**config.mk**
```make
export PLATFORM = sky130hd
export DESIGN_NAME = gucs_ctrl
export DESIGN_NICKNAME = d
export VERILOG_FILES = /design/src/hdl/gucs_pkg.sv /design/src/hdl/gucs_ctrl.sv
export SDC_FILE = /design/constraint.sdc
export NUM_CORES = 1
export LEC_CHECK = 0
export ABC_AREA = 1
export BUFFER_PORTS_ARGS = -buffer_cell sky130_fd_sc_hd__buf_4
export CAP_MARGIN = 20
export CORE_MARGIN = 2
export CORE_UTILIZATION = 43
export DETAILED_ROUTE_END_ITERATION = 12
export GPL_TIMING_DRIVEN = 1
export PLACE_DENSITY_LB_ADDON = 0.08
export SETUP_SLACK_MARGIN = 0.3
export SLEW_MARGIN = 30
export SYNTH_ARGS = -nofsm -noshare
export SYNTH_HDL_FRONTEND = slang
export SYNTH_SLANG_ARGS = --single-unit
```
**constraint.sdc**
```tcl
create_clock -name clk -period 1.3 [get_ports clk]
set_input_delay 0.13 -clock clk [delete_from_list [all_inputs] [get_ports clk]]
set_output_delay 0.13 -clock clk [all_outputs]
set_load 0.02 [all_outputs]
```
**src/hdl/gucs_pkg.sv**
```systemverilog
// ----------------------------------------------------------------------------
// gucs_pkg
// Shared types and constants of the grid uniform-cost search block.
// ----------------------------------------------------------------------------
package gucs_pkg;

	typedef enum logic [1:0] {
		OP_WRITE  = 2'd0,
		OP_SEARCH = 2'd1,
		OP_READ   = 2'd2,
		OP_NONE   = 2'd3
	} op_t;

	localparam logic REG_ONLY_VORONOI = 1'b0;
	localparam logic REG_STOP_VORONOI = 1'b1;

	// neighbour offsets, in expansion order
	localparam int NB_DX [8] = '{-1, 0, 1, 0, -1, -1, 1, 1};
	localparam int NB_DY [8] = '{0, -1, 0, 1, -1, 1, -1, 1};

	typedef enum logic [3:0] {
		S_IDLE, S_RD, S_CLR, S_INIT, S_SCAN, S_CHK, S_NB, S_NBCHK, S_TRD, S_TWR, S_DONE
	} state_t;

	typedef struct packed {
		logic map_write;
		logic read_start;
		logic search_start;
		logic respond;
		logic resp_read;
		logic clr_step;
		logic init_search;
		logic scan_read;
		logic scan_advance;
		logic level_next;
		logic nb_read;
		logic nb_update;
		logic nb_skip;
		logic trace_start;
		logic trace_read;
		logic trace_write;
	} cmd_t;

	typedef struct packed {
		logic clr_last;
		logic start_ok;
		logic is_pop;
		logic is_hit;
		logic scan_last;
		logic pushed_any;
		logic nb_inb;
		logic nb_last;
		logic nb_free;
		logic trace_zero;
	} stat_t;

endpackage

```
**src/hdl/gucs_ctrl.sv**
```systemverilog
// ----------------------------------------------------------------------------
// gucs_ctrl
// Sequencer: map writes, path reads, clear sweep, level scan, expansion, trace.
// ----------------------------------------------------------------------------
module gucs_ctrl (
	input  logic             clk,
	input  logic             arst_n,
	input  logic             start,
	input  logic [1:0]       operation,
	input  gucs_pkg::stat_t  stat,
	output gucs_pkg::cmd_t   cmd,
	output logic             busy
);
	import gucs_pkg::*;

	state_t state_q, state_d;

	always_ff @(posedge clk or negedge arst_n) begin
		if (!arst_n) begin
			state_q <= S_IDLE;
		end else begin
			state_q <= state_d;
		end
	end

	assign busy = (state_q != S_IDLE);

	always_comb begin
		logic move_on;
		move_on = 1'b0;
		state_d = state_q;
		cmd = '0;
		unique case (state_q)
			S_IDLE: begin
				if (start) begin
					unique case (op_t'(operation))
						OP_SEARCH: begin
							cmd.search_start = 1'b1;
							state_d = S_CLR;
						end
						OP_READ: begin
							cmd.read_start = 1'b1;
							state_d = S_RD;
						end
						OP_WRITE: begin
							cmd.map_write = 1'b1;
							cmd.respond = 1'b1;
						end
						OP_NONE: cmd.respond = 1'b1;
					endcase
				end
			end
			S_RD: begin
				cmd.respond = 1'b1;
				cmd.resp_read = 1'b1;
				state_d = S_IDLE;
			end
			S_CLR: begin
				cmd.clr_step = 1'b1;
				if (stat.clr_last) state_d = S_INIT;
			end
			S_INIT: begin
				if (stat.start_ok) begin
					cmd.init_search = 1'b1;
					state_d = S_SCAN;
				end else begin
					state_d = S_DONE;
				end
			end
			S_SCAN: begin
				cmd.scan_read = 1'b1;
				state_d = S_CHK;
			end
			S_CHK: begin
				if (stat.is_pop && stat.is_hit) begin
					cmd.trace_start = 1'b1;
					state_d = S_TRD;
				end else if (stat.is_pop) begin
					state_d = S_NB;
				end else begin
					move_on = 1'b1;
				end
			end
			S_NB: begin
				if (stat.nb_inb) begin
					cmd.nb_read = 1'b1;
					state_d = S_NBCHK;
				end else begin
					cmd.nb_skip = 1'b1;
					move_on = stat.nb_last;
				end
			end
			S_NBCHK: begin
				cmd.nb_update = 1'b1;
				if (stat.nb_last) move_on = 1'b1;
				else state_d = S_NB;
			end
			S_TRD: begin
				if (stat.trace_zero) begin
					state_d = S_DONE;
				end else begin
					cmd.trace_read = 1'b1;
					state_d = S_TWR;
				end
			end
			S_TWR: begin
				cmd.trace_write = 1'b1;
				state_d = S_TRD;
			end
			S_DONE: begin
				cmd.respond = 1'b1;
				state_d = S_IDLE;
			end
			default: state_d = S_IDLE;
		endcase
		// next cell of the scan, next level, or open list exhausted
		if (move_on) begin
			if (!stat.scan_last) begin
				cmd.scan_advance = 1'b1;
				state_d = S_SCAN;
			end else if (stat.pushed_any || (state_q == S_NBCHK && stat.nb_free)) begin
				// a push of the last neighbour lands at this very edge
				cmd.level_next = 1'b1;
				state_d = S_SCAN;
			end else begin
				state_d = S_DONE;
			end
		end
	end

	a_done_idle: assert property (@(posedge clk) disable iff (!arst_n)
		state_q == S_DONE |=> state_q == S_IDLE)
		else $error("search result not followed by idle");
	a_search_clr: assert property (@(posedge clk) disable iff (!arst_n)
		cmd.search_start |=> state_q == S_CLR)
		else $error("search did not begin with clear sweep");
	a_trace_len: assert property (@(posedge clk) disable iff (!arst_n)
		state_q == S_TWR |-> !stat.trace_zero)
		else $error("path write past start");

endmodule

```
==> results.md, run 1 <==
* Outcome: stopped before the end
* Failing step: global routing
* Stop Error: [ERROR DPL-0038] Utilization greater than 100%, impossible to legalize
* CTS root buf: clkbuf_4
* Num ports at 32
* Syn nets at 128
* Yosys reg bits at 4
* Die X-Extent at 40.90 um
* Routability congestion estimate at 0.8848
* I/O Buffers at 31
* Worst endpoint type: output port
* Cells after DPL at 170
* Clock buffer count from CTS at 3
* CTS Sinks at 4
* Number of synthesis warnings at 0
* Post-GRT worst EP: cmd[12]
* DP Wirelength at approximately 1500 um
* Largest net degree at the start of global routing at 8
* Post-synthesis cell count at 110
* Die Ht at 40.90 um
* Yosys cell types at 17
* Longest Clk Path Bufs at 2
* Starting Density at 0.4557
* Cell area after synthesis at 585.6 sq um
* Sequential area share after synthesis at 0.1709
* Row count at 13
* Place WS at -0.1011 ns
* H-Tree Depth at 1
* Post-synthesis area per instance at around 5.3 sq um
cell families after synthesis:
kind of cell               after synthesis  share of synthesized area
and+or+nand+nor                         68                     0.5085
buffers and inverters                   26                     0.1667
DFF                                      4                     0.1709
adders and majority gates                3                    0.06411
AOI/OAI and AO/OA                        9                    0.08974
metrics by stage:
step	instance area (sq um)	hold WS, ns	TNS [ns]	util
CTS	1251	0.2155	-2.981	0.9737
detailed placement	1030	-0.07351	-0.4895	0.8014
global placement	1030	-0.07486	-0.2271	0.8014
floorplan	673.1	-0.1656	-0.01133	-
timing repair:
| item | 4_1_cts |
|---|---|
| gates cloned | 0 |
| setup endpoints to repair | 21 |
| buffers inserted | 9 |
| hold buffers | 1 |
| gates resized for setup | 36 |
| pin swaps | 12 |
| hold endpoints to repair | 4 |
synthesized netlist by cell type:
master / n / area [sq um]
o21ai_0: 3 / 15.01
nand2_1: 30 / 112.6
inv_2: 3 / 11.26
nand4_1: 1 / 6.260
nor2_4: 1 / 11.26
o311ai_0: 1 / 8.760
nor2_1: 18 / 67.56
inv_1: 23 / 86.33
nor2_2: 4 / 25.02
dfrtp_1: 4 / 100.1
o21ai_2: 1 / 8.760
nor3_1: 1 / 5.000
nand3b_1: 1 / 7.510
a21oi_1: 4 / 20.02
nand3_1: 10 / 50.05
ha_1: 3 / 37.54
nand2_2: 2 / 12.51
==> inputs of run 2 (changes only) <==
--- a/config.mk
+++ b/config.mk
@@ -8,12 +8,11 @@
 export ABC_AREA = 1
 export BUFFER_PORTS_ARGS = -buffer_cell sky130_fd_sc_hd__buf_4
 export CAP_MARGIN = 20
-export CORE_MARGIN = 2
-export CORE_UTILIZATION = 43
+export CORE_AREA = 2 2 63 65
 export DETAILED_ROUTE_END_ITERATION = 12
+export DIE_AREA = 0 0 65 67
 export GPL_TIMING_DRIVEN = 1
-export PLACE_DENSITY_LB_ADDON = 0.08
-export SETUP_SLACK_MARGIN = 0.3
+export PLACE_DENSITY_LB_ADDON = 0.15
 export SLEW_MARGIN = 30
 export SYNTH_ARGS = -nofsm -noshare
 export SYNTH_HDL_FRONTEND = slang
==> run 2 against run 1 <==
  * The flow now finishes, with violations (setup timing)
  * Area after synthesis is the same
  * Synthesized cell count is the same
==> results.md, run 2 <==
* Biggest register: state_q
* Power density cells at 2193 nW/um^2
* Largest net degree at the start of global routing at 8
* Final core utilization at 0.4067
* Yosys cell types at 17 (unchanged)
* CTS root buf: clkbuf_8 (was clkbuf_4)
* Sequential area share after synthesis at 0.1709 (unchanged)
* Static Leak at slightly below 0.8 nW
* DRT Wirelength at 2260 um
* Max Freq at between 600 and 700 MHz
* Crit. End Element: output pin
* # DRC at 0
* Kind of critical path: register to output pin
* Clock buffer count from CTS at 3 (unchanged)
* Worst setup margin at -0.2534 ns
* Asr flop ratio synth at 1.000 (unchanged)
* Cell area after synthesis at 585.6 sq um (unchanged)
* Final Setup Violations at 20
* Area Overhead vs Synth at 150.4%
* Layout cell share with drive strength beyond 1 at 0.6724
* Max_cap viols at 0
* Layout Cells excl Fill at ~220
* H-Tree Depth at 1 (unchanged)
* RSZ-0062 raised after global routing: true
* CTS tree: built
* Max reg flops at 4
* Vias per cell at around 4.0
* Rel. slew slack at 0.7501
* Longest Clk Path Bufs at 2 (unchanged)
* Largest registers: state_q: 4 flops
* Arr. time, crit path at 1.42 ns
* Commonest cells after routing, fill and taps aside: buf_4 (35), buf_6 (24), nand2_1 (20)
* Cells after DPL at 205 (was 170)
* Syn nets at 128 (unchanged)
* Synth top area share at 0.1923 (unchanged)
* Post-DRT Antenna Nets at 0
* Grt total ovfl at 0
* Synth cell count leaders: nand2_1 (30), inv_1 (23), nor2_1 (18) (unchanged)
* Main synth FF type: dfrtp_1 (unchanged)
* Min-delay worst type: primary input to register
* CTS Sinks at 4 (unchanged)
* Worst-Margin Slew at 0.3701 ns
* First-pass GRT wire length at 3470 um
* Post-synthesis area per instance at 5.323 sq um (unchanged)
* EDFF count, synth at 0 (unchanged)
* Period utilisation layout at 1.195
* Layout Skew at 0.002704 ns
* Starting Density at 0.1624 (was 0.4557)
* Drt pass-1 iters at 2
* I/O Buffers at 31 (unchanged)
* Data required time at the worst endpoint at 1.17 ns
* Largest area contributor in the netlist: nand2_1 (unchanged)
* Commonest non-fill, non-tap cell in the layout: buf_4
* Post-synthesis cell count at 110 (unchanged)
* Final hold violation count at 0
* Critical path fanouts, max at 6
* Number of synthesis warnings at 0 (unchanged)
* Startpoint types: register
* Initial antenna violation count at 0
* GRT Total Usage at 0.1045
* Vias at 893
* Die Ht at 67 um (was 40.90 um)
* Die X-Extent at 65 um (was 40.90 um)
* Core area at 3606 sq um
* Die area at 4355 sq um
* Routability congestion estimate at 0.8632 (was 0.8848)
* Most numerous cell in the Yosys netlist: nand2_1 (unchanged)
* Fin crit period at 1.553 ns
* Yosys reg bits at 4 (unchanged)
* Num ports at 32 (unchanged)
* VDD IR max at 0.5922 mV
* Iteration-0 DRC Markers at 23
* ANT cells at 0
* Clock Latency Late Sink at 0.22 ns
* Failing checks: setup timing
* Count of final max-slew check failures at 0
* WL/cell at 10.18 um
* Outcome: finished with violations (was stopped before the end)
* CTS clk-pin slew, worst paths at 0.03 ns
* Vias in the first global route at 797
* Row count at 22 (was 13)
* Nets at 194
* Synth area leaders: nand2_1 (19%), dfrtp_1 (17%), inv_1 (15%) (unchanged)
* DP Wirelength at 1745 um (was 1527 um)
run 2: cell counts after synthesis:
No cell type changed its count.
run 2: path summary, 6_finish.rpt:
kind / start / cells past startpoint / to / slack (ns)
worst max-delay path: state_q[1] / 5 / cmd[12] / -0.25
worst min-delay path: stat[0] / 4 / state_q[0] / 0.22
worst max register to register: state_q[2] / 11 / state_q[1] / -0.19
worst min register to register: state_q[3] / 3 / state_q[0] / 0.72
max in group asynchronous: arst_n / 2 / state_q[2] / 0.94
min in group asynchronous: arst_n / 2 / state_q[1] / 0.24
run 2: critical path, stage by stage, from the launching register on:
cell     delay, ns
dfrtp_2       0.47
nor2_4        0.22
buf_6         0.14
nand3_4       0.10
o21ai_2       0.14
buf_6         0.13
run 2: metal layers:
metal,vias to the layer above,routed length (um),GRT usage
met5,-,0,0
met4,0,20,0.04787
met3,4,103,0.01520
met2,20,1158,0.1843
met1,403,978,0.1244
li1,466,-,-
run 2: power by group:
| group | leakage, nW | switching, mW | internal, mW | total, mW |
|---|---|---|---|---|
| registers | 0.0459 | 0.155 | 0.201 | 0.356 |
| logic | 0.704 | 1.31 | 1.29 | 2.60 |
| clock network | 0.0216 | 0.0625 | 0.197 | 0.260 |
run 2: timing repair:
item,in CTS,in global routing
hold endpoints to repair,4,0
setup buffers,7,6
endpoints found under the setup margin,19,21
gates resized for setup,43,40
hold buffers,1,0
pin swaps,12,13
run 2: kinds of logic after synthesis:
logic type,count (synthesis),synth area share
adders and majority gates,3,0.06411
DFF,4,0.1709
and+or+nand+nor,68,0.5085
AOI/OAI and AO/OA,9,0.08974
buffers and inverters,26,0.1667
run 2: layout make-up:
cell class                      count  area (sq um)
Timing Repair Buffer               61         563.0
Multi-Input combinational cell     80         594.3
Fill cell                         401          2140
Inverter                           26         102.6
Sequential cell                     4         105.1
Tap cell                           48         60.06
Clock buffer                        3         41.29
run 2: metrics by stage:
stage | total power [mW] | area (sq um) | hold WS (ns) | TNS (ns) | setup WS, ns
finish | 3.216 | 1466 | 0.2166 | -3.066 | -0.2534
global route | 3.448 | 1466 | 0.2494 | -4.552 | -0.3191
CTS | 2.761 | 1279 | 0.2196 | -3.156 | -0.2269
detailed placement | 2.028 | 1036 | -0.07018 | -0.4574 | -0.1066
global placement | 2.036 | 1036 | -0.07144 | -0.4827 | -0.1227
floorplan | 1.175 | 610.6 | -0.1656 | -0.2022 | -0.1201
Note: power is estimated with default switching activity, not from simulation.
